<file path="src/hdl/orlb_pkg.sv">
`default_nettype none

package orlb_pkg;

  // Store geometry
  localparam int CAPACITY = 4096;
  localparam int ADDR_W   = $clog2(CAPACITY);
  localparam int CNT_W    = 13;
  localparam logic [CNT_W-1:0] CAP_CNT       = CNT_W'(CAPACITY);
  localparam logic [CNT_W-1:0] CAP_LAST      = CNT_W'(CAPACITY - 1);
  localparam logic [CNT_W-1:0] CAP_NO_LINE   = CNT_W'(CAPACITY + 1);

  // Field widths
  localparam int OP_W    = 2;
  localparam int BYTE_W  = 8;
  localparam int LEVEL_W = 3;
  localparam int LIMIT_W = 16;

  localparam logic [BYTE_W-1:0]  NEWLINE_CODE  = 8'h0A;
  localparam logic [LEVEL_W-1:0] LEVEL_DEFAULT = 3'd7;

  // Operation codes on the input channel
  localparam logic [OP_W-1:0] OP_PUSH  = 2'd0;
  localparam logic [OP_W-1:0] OP_BEGIN = 2'd1;
  localparam logic [OP_W-1:0] OP_READ  = 2'd2;
  localparam logic [OP_W-1:0] OP_NONE  = 2'd3;

  // Command queue between front and back
  localparam int QDEPTH = 2;
  localparam int QPTR_W = $clog2(QDEPTH);
  localparam int QCNT_W = $clog2(QDEPTH + 1);

  typedef enum logic [2:0] {
    K_NONE,
    K_STORE,
    K_DROP,
    K_BEGIN,
    K_READ
  } kind_t;

  typedef struct packed {
    kind_t               kind;
    logic [BYTE_W-1:0]   data;
    logic [LIMIT_W-1:0]  limit;
  } entry_t;

  typedef struct packed {
    logic [BYTE_W-1:0] out_byte;
    logic              out_valid;
    logic              out_last;
    logic              push_stored;
    logic [CNT_W-1:0]  stored_count;
  } result_t;

endpackage

`default_nettype wire

</file>
<file path="src/hdl/orlb_front.sv">
`default_nettype none

module orlb_front (
  input  wire logic                            clk,
  input  wire logic                            rst_n,
  input  wire logic                            in_valid,
  output logic                                 in_stall,
  input  wire logic [orlb_pkg::OP_W-1:0]       in_operation,
  input  wire logic [orlb_pkg::BYTE_W-1:0]     in_data_byte,
  input  wire logic [orlb_pkg::LEVEL_W-1:0]    in_severity,
  input  wire logic [orlb_pkg::LIMIT_W-1:0]    in_dump_limit,
  input  wire logic                            cfg_wr_en,
  input  wire logic [orlb_pkg::LEVEL_W-1:0]    cfg_wr_data,
  output logic                                 q_vld,
  output orlb_pkg::entry_t                     q_entry,
  input  wire logic                            q_pop
);

  logic [orlb_pkg::LEVEL_W-1:0] level_r;
  orlb_pkg::entry_t             slot_r [orlb_pkg::QDEPTH];
  logic [orlb_pkg::QPTR_W-1:0]  wr_ptr_r, wr_ptr_nxt;
  logic [orlb_pkg::QPTR_W-1:0]  rd_ptr_r, rd_ptr_nxt;
  logic [orlb_pkg::QCNT_W-1:0]  fill_r, fill_nxt;
  orlb_pkg::entry_t             cls;
  logic                         take;

  // Threshold register
  always_ff @(posedge clk) begin
    if (!rst_n) begin
      level_r <= orlb_pkg::LEVEL_DEFAULT;
    end else if (cfg_wr_en) begin
      level_r <= cfg_wr_data;
    end
  end

  // Classify the incoming word
  always_comb begin
    cls.data  = in_data_byte;
    cls.limit = in_dump_limit;
    unique case (in_operation)
      orlb_pkg::OP_PUSH: begin
        cls.kind = (in_severity <= level_r) ? orlb_pkg::K_STORE : orlb_pkg::K_DROP;
      end
      orlb_pkg::OP_BEGIN: cls.kind = orlb_pkg::K_BEGIN;
      orlb_pkg::OP_READ:  cls.kind = orlb_pkg::K_READ;
      orlb_pkg::OP_NONE:  cls.kind = orlb_pkg::K_NONE;
      default:            cls.kind = orlb_pkg::K_NONE;
    endcase
  end

  assign in_stall = (fill_r == orlb_pkg::QCNT_W'(orlb_pkg::QDEPTH));
  assign take     = in_valid && !in_stall;
  assign q_vld    = (fill_r != '0);
  assign q_entry  = slot_r[rd_ptr_r];

  // Advance pointers and fill level
  always_comb begin
    wr_ptr_nxt = wr_ptr_r;
    rd_ptr_nxt = rd_ptr_r;
    fill_nxt   = fill_r;
    if (take) begin
      wr_ptr_nxt = (wr_ptr_r == orlb_pkg::QPTR_W'(orlb_pkg::QDEPTH - 1)) ? '0 : wr_ptr_r + 1'b1;
    end
    if (q_pop) begin
      rd_ptr_nxt = (rd_ptr_r == orlb_pkg::QPTR_W'(orlb_pkg::QDEPTH - 1)) ? '0 : rd_ptr_r + 1'b1;
    end
    if (take && !q_pop) begin
      fill_nxt = fill_r + 1'b1;
    end else if (!take && q_pop) begin
      fill_nxt = fill_r - 1'b1;
    end
  end

  always_ff @(posedge clk) begin
    if (!rst_n) begin
      wr_ptr_r <= '0;
      rd_ptr_r <= '0;
      fill_r   <= '0;
    end else begin
      wr_ptr_r <= wr_ptr_nxt;
      rd_ptr_r <= rd_ptr_nxt;
      fill_r   <= fill_nxt;
    end
  end

  // Queue slots
  always_ff @(posedge clk) begin
    if (take) begin
      slot_r[wr_ptr_r] <= cls;
    end
  end

endmodule

`default_nettype wire

</file>
<file path="config.mk">
export PLATFORM = sky130hd
export DESIGN_NAME = orlb_front
export DESIGN_NICKNAME = d
export VERILOG_FILES = /design/src/hdl/orlb_pkg.sv /design/src/hdl/orlb_front.sv
export SDC_FILE = /design/constraint.sdc
export NUM_CORES = 1
export LEC_CHECK = 0
export ABC_CLOCK_PERIOD_IN_PS = 2650
export BUFFER_PORTS_ARGS = -buffer_cell sky130_fd_sc_hd__buf_2
export CAP_MARGIN = 20
export CORE_ASPECT_RATIO = 0.6
export CORE_UTILIZATION = 35
export CTS_CLUSTER_SIZE = 25
export DETAILED_ROUTE_END_ITERATION = 6
export GPL_TIMING_DRIVEN = 0
export PLACE_DENSITY = 0.56
export SLEW_MARGIN = 20
export SYNTH_ARGS = -nofsm -noshare
export SYNTH_HDL_FRONTEND = slang
export SYNTH_SLANG_ARGS = --single-unit
</file>
<file path="constraint.sdc">
create_clock -name clk -period 2.65 [get_ports clk]
set_clock_uncertainty 0.2 [all_clocks]
set_input_delay 0.265 -clock clk [delete_from_list [all_inputs] [get_ports clk]]
set_output_delay 0.265 -clock clk [all_outputs]
set_load 0.02 [all_outputs]
</file>
# Yosys cells after proc, flatten, opt, wreduce, memory -nomap -nowiden
# Memories as Yosys holds them, arrays and structs flattened. A register that Yosys moved wholly into a read port is not among the register bits.
# Index checks and enable logic that the tools add are counted.
dict set report totals {
  output_inout_bits 29
  wordCells 33
  ram_bits 54
  inputBits 37
  reg_bits 7
  memories 1
}
dict set report op_classes {
  mux 10
  n_eq_ne 4
  n_addsub 4
  reduce_logical 9
  magnitude_cmp 1
}
# memory words word_bits read_ports rd_clocked_by_memory_dff write_ports line
set memory_table {}
lappend memory_table {slot_r 2 27 1 1 1 orlb_front.sv:20} ;# orlb_pkg::entry_t slot_r [orlb_pkg::QDEPTH];
# operator n
set op_table {}
lappend op_table {{$pmux W3 S4} 1}
lappend op_table {{$eq A2 B2 Y1 const B} 3}
lappend op_table {{$mux W1} 6}
lappend op_table {{$mux W2} 3}
lappend op_table {{$reduce_bool A2 Y1} 2}
lappend op_table {{$le A3 B3 Y1} 1}
lappend op_table {{$logic_and A1 B1 Y1} 3}
lappend op_table {{$logic_not A1 Y1} 3}
lappend op_table {{$add A1 B1 Y1 const B} 2}
lappend op_table {{$add A2 B1 Y2 const B} 1}
lappend op_table {{$eq A2 B1 Y1 const B} 1}
lappend op_table {{$logic_not A2 Y1} 1}
lappend op_table {{$sub A2 B1 Y2 const B} 1}

# Logic depth before layout (Yosys ltp)
# Gate-level depths: netlist of run 1.
dict set report logic_depth {
  ltp_word 7
  depth_mapped 7
}

# Least setup slack after synthesis of run 1
# No wires, ideal clock.
dict set report synth_timing {
  path_kind {register -> register}
  from {reg fill_r[0] (netlist bit)}
  to {mem slot_r[0][0] (netlist bit), enable pin}
  period_less_slack_ps 2292
  arrival_time_ps 1683
  stages_incl_launch_ff 4
  required_ps 2042
  setup_ps 408
  setup_slack_ps 358
  cell_sequence {dfxtp_1 -> nand2b_2 -> inv_2 -> nor3_2}
}
dict set report synth_between {
  elab_chain_cells 5
}
# item line
set synth_lines {}
lappend synth_lines {{start: declaration} orlb_front.sv:23} ;# logic [orlb_pkg::QCNT_W-1:0] fill_r, fill_nxt;
lappend synth_lines {{start signal: assignment} orlb_front.sv:82} ;# fill_r <= fill_nxt;
lappend synth_lines {{$eq A2 B2 Y1} orlb_front.sv:51} ;# assign in_stall = (fill_r == orlb_pkg::QCNT_W'(orlb_pkg::QDEPTH));
lappend synth_lines {{via in_stall} orlb_front.sv:7} ;# output logic in_stall,
lappend synth_lines {{$logic_not A1 Y1} orlb_front.sv:52} ;# assign take = in_valid && !in_stall;
lappend synth_lines {{$logic_and A1 B1 Y1} orlb_front.sv:52}
lappend synth_lines {{$mux W1} orlb_front.sv:88} ;# if (take) begin
lappend synth_lines {{$mux W1 (implied by the code)} orlb_front.sv:89} ;# slot_r[wr_ptr_r] <= cls;
lappend synth_lines {{end: declaration} orlb_front.sv:20}
# The timed path passes the listed nets, and every way through them passes these cells.

==> PnR_summary.wiki, run 1 <==
{| class="wikitable"
! Metric !! Value
|-
| Status || finished, final reports clean
|-
| Count of fill cells added during filler insertion || 530
|-
| Area contributors post-synth || sky130_fd_sc_hd__edfxtp_1 (68%), sky130_fd_sc_hd__mux2_2 (12%), sky130_fd_sc_hd__dfxtp_1 (6.7%)
|-
| Total Power || 2.74 mW
|-
| Average cell area after synthesis || 18.1 um2
|-
| Final Util || 53.7%
|-
| Initial antenna violation count || 0
|-
| WS Path Type || reg -> out
|-
| Crit path required time || 2.18 ns
|-
| Count of maximum capacitance violations || 0
|-
| Starting utilization of the core area || 37.7%
|-
| Actual slew at the worst max-slew pin || 0.734 ns
|-
| Power Density || 805 nW/um2
|-
| Pin count of the biggest net entering global routing || 28
|-
| Count of synthesis-stage warnings from yosys || 0
|-
| CTS sink cnt || 62
|-
| Cell at the slowest stage of the critical path || sky130_fd_sc_hd__mux2_1
|-
| Cell at the root of the clock tree || sky130_fd_sc_hd__clkbuf_16
|-
| Hold WS || 0.0289 ns
|-
| Family of cells with the greatest summed delay on the critical path || buffers and inverters
|-
| Cell area after synthesis || 2380 um2
|-
| Number of nets still failing antenna checks after routing || 0
|-
| Total Neg Setup Slack || 0 ns
|-
| Critical Path Max Stage Delay || 0.36 ns
|-
| Fraction of the cycle the final worst path needs || 76.9%
|-
| Via density per instance || 4.41
|-
| Number of buffers created by CTS || 9
|-
| Antenna diodes || 0
|-
| Hold Path Depth || 2
|-
| Count of hold buffers inserted by post-cts repair || 28
|-
| Synth area leader || sky130_fd_sc_hd__edfxtp_1
|-
| Layout net count || 278
|-
| Buf/Inv on CP || 3
|-
| Total congestion overflow after global routing || 0
|-
| Synthesized-area fraction occupied by and/or/nand/nor cells || 3.83%
|-
| Largest fanout of any net on the critical path || 10
|-
| Unrepaired setup endpoints after global routing || false
|-
| Fin area || 3400 um2
|-
| Synth-to-Final Area Change || 42.5%
|-
| Clock tree from TritonCTS || yes
|-
| Area after DPL || 2840 um2
|-
| Die span in x || 109 um
|-
| Multiplexer area fraction after synthesis || 13.2%
|-
| Number of enable-type register cells in the synthesized netlist || 54
|-
| Flip-flop cell with the highest count after synthesis || sky130_fd_sc_hd__edfxtp_1
|-
| Placer Congestion || 0.731
|-
| Unique cell type count in the Yosys netlist || 29
|-
| FF-to-FF End || slot_r[0][21]$_DFFE_PP_
|-
| Reg2Reg Launch Point || fill_r[0]$_SDFFE_PN0P_
|-
| Routed via count || 1437
|-
| Count of endpoints failing hold in the final timing report || 0
|-
| Startpoint kind of the worst setup timing path || register
|-
| Number of iterations in the first detailed-routing pass || 4
|-
| Clock slew seen by the registers of the worst setup and hold paths || 0.05 ns
|-
| Largest voltage drop on the vdd net || 413 uV
|-
| Layout cell share with drive strength beyond 1 || 46.7%
|-
| List of cells traversed by the critical path || buf_2, buf_6, mux2_1, buf_2
|-
| Average wire per cell in the routed design || 13.1 um
|-
| Post-synthesis compound-gate area fraction || 2.83%
|-
| Dominant combinational cell family by area after synthesis || multiplexers
|-
| Instance count after placement with tap cells included || 282
|-
| Hold Crit Class || in -> reg
|-
| Register-to-register setup slack || 0.71 ns
|-
| Bufs on Longest Clock Path || 2
|-
| Global-route wire length before repair || 6810 um
|-
| Number of violations reported at the end of detailed-routing iteration 0 || 61
|-
| Critical path capture point type || output pin
|-
| Worst setup slack after layout || 0.613 ns
|-
| Clock latency of the later-clocked register in the worst-skew pair || 0.32 ns
|-
| Hold path startpoint || rst_n
|-
| Number of top-level design ports || 66
|-
| DIE AREA || 7160 um2
|-
| Final instance count without filler cells || 326
|-
| Most numerous cell types in the synthesized netlist || sky130_fd_sc_hd__edfxtp_1 (54), sky130_fd_sc_hd__mux2_2 (25), sky130_fd_sc_hd__dfxtp_1 (8)
|-
| Number of setup violations in the final report || 0
|-
| Minimum setup slack after placement || 0.709 ns
|-
| Highest clock frequency the design can meet || 0.491 GHz
|-
| Clock period minus final worst setup slack || 2.04 ns
|-
| DP Wirelength || 2920 um
|-
| Total of cells resized after clock tree synthesis || 0
|-
| Maximum level of the CTS H-tree || 3
|-
| Core Rows || 22
|-
| Fraction of the yosys area taken by sequential cells || 74.7%
|-
| Number of global-route vias before repair || 1449
|-
| Adder-Cell Fraction of Synth Area || 2.10%
|-
| Setup Buffers After CTS || 0
|-
| Port-buffer cells || 65
|-
| Post-synth top area share || 68.0%
|-
| GRT Overall Usage || 13.6%
|-
| Hold-critical path endpoint || level_r[1]$_SDFFE_PN1P_
|-
| Cell with the most instances after synthesis || sky130_fd_sc_hd__edfxtp_1
|-
| Die span in y || 65.9 um
|-
| Critical path data arrival time || 1.57 ns
|-
| Drt total wl || 4290 um
|-
| Worst-case reg-to-reg path depth || 4
|-
| CP most frequent cell || sky130_fd_sc_hd__buf_2
|-
| Post-synthesis async set-or-reset flop share || 0%
|-
| Flop and latch count out of synthesis || 62
|-
| Max Transition Viols Final || 0
|-
| Post-Synthesis Cells || 132
|-
| Static Leak || 1.37 nW
|-
| Core ar. || 6330 um2
|-
| Net count after synthesis || 173
|-
| Number of DRC violations after detailed routing || 0
|-
| Relative slew slack || 50.9%
|-
| Xor and xnor fraction of the mapped netlist area || 1.10%
|}
[kinds of logic after synthesis]
logic type	count (synthesis)
AOI/OAI and AO/OA	10
xor gates and xnor gates	3
adders and majority gates	4
buffers and inverters	10
DFF	62
muxes	28
and+or+nand+nor	15
[final cells by class]
cell class	instances	area, um2	share of cell area, %
Clock inverter	6	52.6	1.55
Tap cell	84	105	3.09
Sequential cell	62	1780	52.4
Inverter	7	26.3	0.773
Buffer	3	27.5	0.810
Timing Repair Buffer	94	621	18.3
Multi-Input combinational cell	60	557	16.4
Clock buffer	10	229	6.74
[power by group]
part	switching [mW]	total, mW	leakage (nW)	internal (mW)
clock network	0.360	1.07	0.141	0.713
logic	0.254	0.457	0.654	0.203
registers	0.0283	1.21	0.571	1.18
[worst max path at each step]
stage	end	slack [ns]	depth (start not counted)
floorplan	slot_r[0][0]$_DFFE_PP_	0.36	3
global placement	slot_r[0][21]$_DFFE_PP_	-0.13	3
detailed placement	slot_r[0][22]$_DFFE_PP_	0.71	4
CTS	q_entry[1]	0.59	4
global route	q_entry[1]	0.54	4
finish	q_entry[1]	0.61	4
[state kept, by name, summed over array words and instances (netlist names), named ones only]
register	count
fill_r	2
rd_ptr_r	1
level_r	3
slot_r	54
wr_ptr_r	1
[cells in the final DEF (no fill, tap or decap), types with 3 or more instances in the layout]
cell and instances:
sky130_fd_sc_hd__dlygate4sd3_1 28, sky130_fd_sc_hd__buf_2 66, sky130_fd_sc_hd__ha_1 4, sky130_fd_sc_hd__inv_1 6, sky130_fd_sc_hd__mux2_2 25, sky130_fd_sc_hd__and2_1 3
sky130_fd_sc_hd__clkbuf_16 9, sky130_fd_sc_hd__a21oi_1 3, sky130_fd_sc_hd__edfxtp_1 54, sky130_fd_sc_hd__dfxtp_1 8, sky130_fd_sc_hd__clkinv_2 3, sky130_fd_sc_hd__nand2_1 3
[layer usage]
layer | part of all wire, % | wire, um | vias to the layer above | GRT usage, %
met5 | 0 | 0 | - | 0
met4 | 2.7 | 116 | 0 | 6.93
met3 | 7.8 | 336 | 13 | 6.70
met2 | 47 | 2000 | 54 | 22.7
met1 | 43 | 1840 | 660 | 14.3
li1 | - | - | 710 | -
(Power assumes the default switching activity.)
==> run 2, diff against run 1 <==
--- a/config.mk
+++ b/config.mk
@@ -5,7 +5,8 @@
 export SDC_FILE = /design/constraint.sdc
 export NUM_CORES = 1
 export LEC_CHECK = 0
-export ABC_CLOCK_PERIOD_IN_PS = 2650
+export ABC_AREA = 1
+export ABC_CLOCK_PERIOD_IN_PS = 1700
 export BUFFER_PORTS_ARGS = -buffer_cell sky130_fd_sc_hd__buf_2
 export CAP_MARGIN = 20
 export CORE_ASPECT_RATIO = 0.6
@@ -13,7 +14,7 @@
 export CTS_CLUSTER_SIZE = 25
 export DETAILED_ROUTE_END_ITERATION = 6
 export GPL_TIMING_DRIVEN = 0
-export PLACE_DENSITY = 0.56
+export PLACE_DENSITY = 0.58
 export SLEW_MARGIN = 20
 export SYNTH_ARGS = -nofsm -noshare
 export SYNTH_HDL_FRONTEND = slang
==> constraint.sdc (replaced) <==
create_clock -name clk -period 1.7 [get_ports clk]
set_clock_uncertainty 0.2 [all_clocks]
set_input_delay 0.17 -clock clk [delete_from_list [all_inputs] [get_ports clk]]
set_output_delay 0.17 -clock clk [all_outputs]
set_load 0.02 [all_outputs]
==> PnR_summary.wiki, run 2 <==
{| class="wikitable"
! Metric !! Value
|-
| Family of cells with the greatest summed delay on the critical path || buffers and inverters
|-
| Initial antenna violation count || 0
|-
| Number of violations reported at the end of detailed-routing iteration 0 || 38
|-
| Instance count after placement with tap cells included || 303
|-
| Cell with the most instances after synthesis || sky130_fd_sc_hd__edfxtp_1
|-
| Average wire per cell in the routed design || 12.8 um
|-
| Port-buffer cells || 65
|-
| DIE AREA || 7470 um2
|-
| Antenna diodes || 0
|-
| Number of buffers created by CTS || 9
|-
| Number of enable-type register cells in the synthesized netlist || 54
|-
| Worst setup slack after layout || -0.0535 ns
|-
| Number of flip-flops in the largest register || 54
|-
| Maximum level of the CTS H-tree || 3
|-
| Critical path capture point type || output pin
|-
| Count of endpoints failing hold in the final timing report || 0
|-
| Number of global-route vias before repair || 1460
|-
| Cell area after synthesis || 2490 um2
|-
| Cell at the slowest stage of the critical path || sky130_fd_sc_hd__dfxtp_2
|-
| Status || finished, violations left
|-
| WS Path Type || reg -> out
|-
| Via density per instance || 4.28
|-
| Die span in x || 111 um
|-
| Number of DRC violations after detailed routing || 7
|-
| Post-Synthesis Cells || 149
|-
| Largest register by flop count || slot_r
|-
| Unrepaired setup endpoints after global routing || true
|-
| Count of synthesis-stage warnings from yosys || 0
|-
| Core Rows || 23
|-
| Layout cell share with drive strength beyond 1 || 44.9%
|-
| Number of iterations in the first detailed-routing pass || 6
|-
| Violations in the final reports || design-rule violations, negative setup slack
|-
| Clock period minus final worst setup slack || 1.75 ns
|-
| Number of setup violations in the final report || 27
|-
| Largest voltage drop on the vdd net || 553 uV
|-
| List of cells traversed by the critical path || buf_12, clkbuf_16, mux2_4, buf_6
|-
| Max Transition Viols Final || 0
|-
| Largest fanout of any net on the critical path || 7
|-
| Area contributors post-synth || sky130_fd_sc_hd__edfxtp_1 (65%), sky130_fd_sc_hd__mux2_4 (12%), sky130_fd_sc_hd__dfxtp_1 (6.4%)
|-
| Critical path data arrival time || 1.38 ns
|-
| Bufs on Longest Clock Path || 2
|-
| Cell at the root of the clock tree || sky130_fd_sc_hd__clkbuf_16
|-
| Largest registers || slot_r x54, level_r x3, fill_r x2
|-
| Number of nets still failing antenna checks after routing || 0
|-
| Most numerous cell types in the synthesized netlist || sky130_fd_sc_hd__edfxtp_1 (54), sky130_fd_sc_hd__mux2_4 (20), sky130_fd_sc_hd__nand2_1 (16)
|-
| Net count after synthesis || 190
|-
| Proportion of power drawn by the clock network || 40.6%
|-
| Startpoint kind of the worst setup timing path || register
|-
| Average cell area after synthesis || 16.7 um2
|-
| Fraction of the yosys area taken by sequential cells || 71.5%
|-
| Most frequent standard cell in the layout excluding fill and tap cells || sky130_fd_sc_hd__edfxtp_1
|-
| Die span in y || 67.4 um
|-
| Routed via count || 1554
|-
| Actual slew at the worst max-slew pin || 0.213 ns
|-
| Hold WS || 0.0137 ns
|-
| Unique cell type count in the Yosys netlist || 17
|-
| Hold Crit Class || in -> reg
|-
| Final instance count without filler cells || 363
|-
| Post-synthesis async set-or-reset flop share || 0%
|-
| Number of top-level design ports || 66
|-
| Proportion of total power due to net switching || 22.0%
|-
| Most frequent cells in the layout || sky130_fd_sc_hd__edfxtp_1 (54), sky130_fd_sc_hd__buf_2 (38), sky130_fd_sc_hd__dlygate4sd3_1 (34), sky130_fd_sc_hd__buf_6 (27), sky130_fd_sc_hd__mux2_4 (26)
|-
| CTS sink cnt || 62
|-
| Count of maximum capacitance violations || 0
|-
| Switch Pwr || 1.00 mW
|-
| Total congestion overflow after global routing || 0
|-
| Highest clock frequency the design can meet || 0.570 GHz
|-
| Clock tree from TritonCTS || yes
|-
| DP Wirelength || 2870 um
|-
| Drt total wl || 4630 um
|-
| Relative slew slack || 85.7%
|-
| Power Density || 1140 nW/um2
|-
| Flip-flop cell with the highest count after synthesis || sky130_fd_sc_hd__edfxtp_1
|-
| Flop and latch count out of synthesis || 62
|-
| Sequential cell fraction of total power || 40.5%
|-
| Static Leak || 1.69 nW
|-
| Crit path required time || 1.33 ns
|-
| Synth-to-Final Area Change || 60.5%
|-
| Placer Congestion || 0.751
|-
| Fraction of the cycle the final worst path needs || 103%
|-
| Starting utilization of the core area || 36.7%
|-
| Core ar. || 6790 um2
|-
| Critical Path Max Stage Delay || 0.33 ns
|-
| Pin count of the biggest net entering global routing || 15
|-
| Clock latency of the later-clocked register in the worst-skew pair || 0.32 ns
|-
| GRT Overall Usage || 12.9%
|-
| Internal Dissipation || 3.55 mW
|-
| Layout net count || 312
|-
| Combinational Power Share || 18.9%
|-
| Post-synth top area share || 65.1%
|-
| Buf/Inv on CP || 3
|-
| Clock slew seen by the registers of the worst setup and hold paths || 0.05 ns
|-
| Global-route wire length before repair || 6870 um
|-
| Synth area leader || sky130_fd_sc_hd__edfxtp_1
|}
run 2: path summary, 6_finish.rpt:
check	from	to	slack, ns	cells past startpoint
setup / recovery	register	q_entry[15]	-0.05	4
hold / removal	in_valid	wr_ptr_r$_SDFFE_PN0N_	0.01	4
setup reg to reg	fill_r[1]$_SDFFE_PN0P_	fill_r[1]$_SDFFE_PN0P_	0.13	9
hold reg to reg	level_r[0]$_SDFFE_PN1P_	level_r[0]$_SDFFE_PN1P_	0.29	2
run 2: metrics by stage:
stage	power, mW	utilization (%)	area (um2)	worst slack (ns)	TNS (ns)
floorplan	2.26	-	2500	-0.0956	-5.16
global placement	2.44	43.2	2930	-0.563	-30.17
detailed placement	2.47	43.9	2980	-0.00439	-0.0619
CTS	4.48	55.5	3770	-0.0842	-1.71
global route	4.74	58.9	4000	-0.0991	-2.01
finish	4.55	58.9	4000	-0.0535	-0.756
run 2: repair_timing:
action,CTS,global route
setup buffers,6,2
resized for setup,13,51
setup endpoints to repair,49,29
hold buffers,34,0
gates cloned,0,2
endpoints found under the hold margin,58,0
pin swaps,2,1
run 2: layout make-up:
cell class / count / area, um2
flip-flops and latches: 62 / 1780
multi-input cells: 71 / 656
inverters: 13 / 48.8
clock inverters: 5 / 73.8
repair buffers: 111 / 1040
fillers: 533 / 2790
well taps: 87 / 109
plain buffers: 3 / 60.1
clock buffers: 11 / 233
run 2: kinds of logic after synthesis:
group	synth area share, %
AOI/OAI and AO/OA	2.06
buffers and inverters	4.02
muxes	15.2
adders and majority gates	2.01
and+or+nand+nor	5.22
DFF	71.5
run 2: worst reg2reg max path, stage by stage (launching register included):
cell and delay (ns):
sky130_fd_sc_hd__dfxtp_1 0.33, sky130_fd_sc_hd__inv_1 0.10, sky130_fd_sc_hd__o21ai_4 0.18, sky130_fd_sc_hd__inv_1 0.08
sky130_fd_sc_hd__ha_1 0.30, sky130_fd_sc_hd__inv_1 0.08, sky130_fd_sc_hd__nand3_1 0.08, sky130_fd_sc_hd__nand2_1 0.06
sky130_fd_sc_hd__inv_1 0.03, sky130_fd_sc_hd__nor2_1 0.08
run 2: routing by layer:
metal / global-route usage (%) / vias up / share of wire [%]
li1: - / 787 / -
met1: 15.6 / 720 / 48
met2: 20.0 / 42 / 46
met3: 4.85 / 5 / 4.6
met4: 8.22 / 0 / 0.95
met5: 0 / - / 0
run 2: power groups by stage:
stage | registers [mW] | clock network (mW) | logic [mW]
2_1_floorplan | 1.86 | 0 | 0.397
3_3_place_gp | 1.87 | 0 | 0.571
3_5_place_dp | 1.87 | 0 | 0.605
4_1_cts | 1.84 | 1.90 | 0.737
5_1_grt | 1.85 | 1.96 | 0.924
6_report | 1.84 | 1.85 | 0.860
==> run 3, diff against run 2 <==
==> constraint.sdc (replaced) <==
create_clock -name clk -period 1.7 [get_ports clk]
set_clock_uncertainty 0.2 [all_clocks]
set_input_delay 0.17 -clock clk [delete_from_list [all_inputs] [get_ports clk]]
set_output_delay 0.17 -clock clk [all_outputs]
set_load 0.01 [all_outputs]
==> PnR_summary.wiki, run 3 (same netlist as run 2, synthesis figures left out) <==
{| class="wikitable"
! Metric !! Value
|-
| Status || finished, violations left
|-
| Violations in the final reports || design-rule violations, negative setup slack
|-
| Count of endpoints failing hold in the final timing report || 0
|-
| Layout net count || 310
|-
| Highest clock frequency the design can meet || 0.577 GHz
|-
| Total Power || 4.46 mW
|-
| Average wire per cell in the routed design || 12.6 um
|-
| Number of nets still failing antenna checks after routing || 0
|-
| Number of setup violations in the final report || 20
|-
| Clock tree from TritonCTS || yes
|-
| Bufs on Longest Clock Path || 2
|-
| Initial antenna violation count || 0
|-
| Cell at the slowest stage of the critical path || sky130_fd_sc_hd__dfxtp_2
|-
| Minimum setup slack after placement || -0.00439 ns
|-
| Buf/Inv on CP || 3
|-
| Largest register by flop count || slot_r
|-
| Number of global-route vias before repair || 1497
|-
| Startpoint kind of the worst setup timing path || register
|-
| Via density per instance || 4.32
|-
| Die span in x || 111 um
|-
| Total congestion overflow after global routing || 0
|-
| Register-to-register setup slack || 0.13 ns
|-
| Hold WS || 0.0140 ns
|-
| Drt total wl || 4540 um
|-
| Most frequent standard cell in the layout excluding fill and tap cells || sky130_fd_sc_hd__edfxtp_1
|-
| Total Neg Setup Slack || -0.460 ns
|-
| Family of cells with the greatest summed delay on the critical path || buffers and inverters
|-
| Critical Path Max Stage Delay || 0.32 ns
|-
| Actual slew at the worst max-slew pin || 0.213 ns
|-
| Critical path data arrival time || 1.36 ns
|-
| Clock slew seen by the registers of the worst setup and hold paths || 0.05 ns
|-
| Instance count after placement with tap cells included || 303
|-
| Final instance count without filler cells || 361
|-
| Max Transition Viols Final || 0
|-
| Unrepaired setup endpoints after global routing || true
|-
| Worst setup slack after layout || -0.0322 ns
|-
| Number of buffers created by CTS || 9
|-
| DP Wirelength || 2870 um
|-
| Antenna diodes || 0
|-
| CTS sink cnt || 62
|-
| Core ar. || 6790 um2
|-
| Power Density || 1130 nW/um2
|-
| Layout cell share with drive strength beyond 1 || 44.5%
|-
| List of cells traversed by the critical path || buf_8, buf_12, mux2_4, buf_6
|-
| Starting utilization of the core area || 36.7%
|-
| Static Leak || 1.67 nW
|-
| Largest registers || slot_r x54, level_r x3, fill_r x2
|-
| Number of iterations in the first detailed-routing pass || 6
|-
| Relative slew slack || 85.7%
|-
| DIE AREA || 7470 um2
|-
| Maximum level of the CTS H-tree || 3
|-
| Clock latency of the later-clocked register in the worst-skew pair || 0.32 ns
|-
| Number of flip-flops in the largest register || 54
|-
| Hold Crit Class || in -> reg
|-
| GRT Overall Usage || 13.3%
|-
| Clock period minus final worst setup slack || 1.73 ns
|-
| Routed via count || 1560
|-
| Largest fanout of any net on the critical path || 10
|-
| Core Rows || 23
|-
| Number of DRC violations after detailed routing || 7
|-
| WS Path Type || reg -> out
|-
| Synth-to-Final Area Change || 58.4%
|-
| Largest voltage drop on the vdd net || 541 uV
|-
| Port-buffer cells || 65
|-
| Crit path required time || 1.33 ns
|-
| Most frequent cells in the layout || sky130_fd_sc_hd__edfxtp_1 (54), sky130_fd_sc_hd__buf_2 (38), sky130_fd_sc_hd__dlygate4sd3_1 (34), sky130_fd_sc_hd__mux2_4 (27), sky130_fd_sc_hd__buf_6 (27)
|-
| Critical path capture point type || output pin
|-
| Count of maximum capacitance violations || 0
|-
| Pin count of the biggest net entering global routing || 15
|-
| Placer Congestion || 0.751
|-
| Number of top-level design ports || 66
|-
| Global-route wire length before repair || 7130 um
|-
| Number of violations reported at the end of detailed-routing iteration 0 || 49
|-
| Cell at the root of the clock tree || sky130_fd_sc_hd__clkbuf_16
|-
| Die span in y || 67.4 um
|-
| Fraction of the cycle the final worst path needs || 102%
|}
[run 3: final cells by class]
cell class / instances / area (um2)
buffer: 3 / 55.1
sequential: 62 / 1780
timing repair buffer: 109 / 987
inverter: 13 / 48.8
clock inverter: 5 / 73.8
multi-input combinational: 71 / 659
clock buffer: 11 / 233
tap: 87 / 109
fill: 538 / 2840
[run 3: stage by stage]
stage / cell area (um2) / utilization (%)
after floorplan: 2500 / -
after detailed placement: 2980 / 43.9
after global routing: 3950 / 58.1
final: 3950 / 58.1
after CTS: 3930 / 57.8
after global placement: 2930 / 43.2
[run 3: worst reg2reg max path, delay by kind of cell (launching register included)]
family,cells,cell delay (ns)
flip-flops,1,0.33
AND/OR/NAND/NOR,3,0.21
AO/OA/AOI/OAI,1,0.18
adder cells (fa/ha/maj),1,0.30
buffers and inverters,4,0.29
[run 3: path summary, 6_finish.rpt]
path	start	endpoint	cells past startpoint
max	register	q_entry[19]	4
min	in_valid	wr_ptr_r$_SDFFE_PN0N_	4
max reg2reg	fill_r[1]$_SDFFE_PN0P_	fill_r[1]$_SDFFE_PN0P_	9
min reg2reg	level_r[0]$_SDFFE_PN1P_	level_r[0]$_SDFFE_PN1P_	2
[run 3: what timing repair did]
action | CTS | global route
hold endpoints to repair | 58 | 0
pin swaps | 2 | 1
endpoints found under the setup margin | 48 | 29
gates cloned | 0 | 0
resized for setup | 36 | 1
hold buffers | 34 | 0
buffers inserted | 6 | 2
[run 3: routing by layer]
metal  routed length [um]  vias to the layer above  share of wire, %  global-route usage [%]
met5                    0                        -                 0                       0
met4                   44                        0              0.97                    8.22
met3                  208                        5               4.6                    4.94
met2                 2130                       42                47                    20.7
met1                 2160                      731                48                    16.2
li1                     -                      782                 -                       -
[run 3: where the power goes]
group	leakage [nW]	total [mW]	internal [mW]	switching, mW
Sequential	0.571	1.84	1.80	0.0382
Combinational	0.945	0.769	0.457	0.313
Clock	0.151	1.85	1.27	0.578
Total	1.67	4.46	3.53	0.929
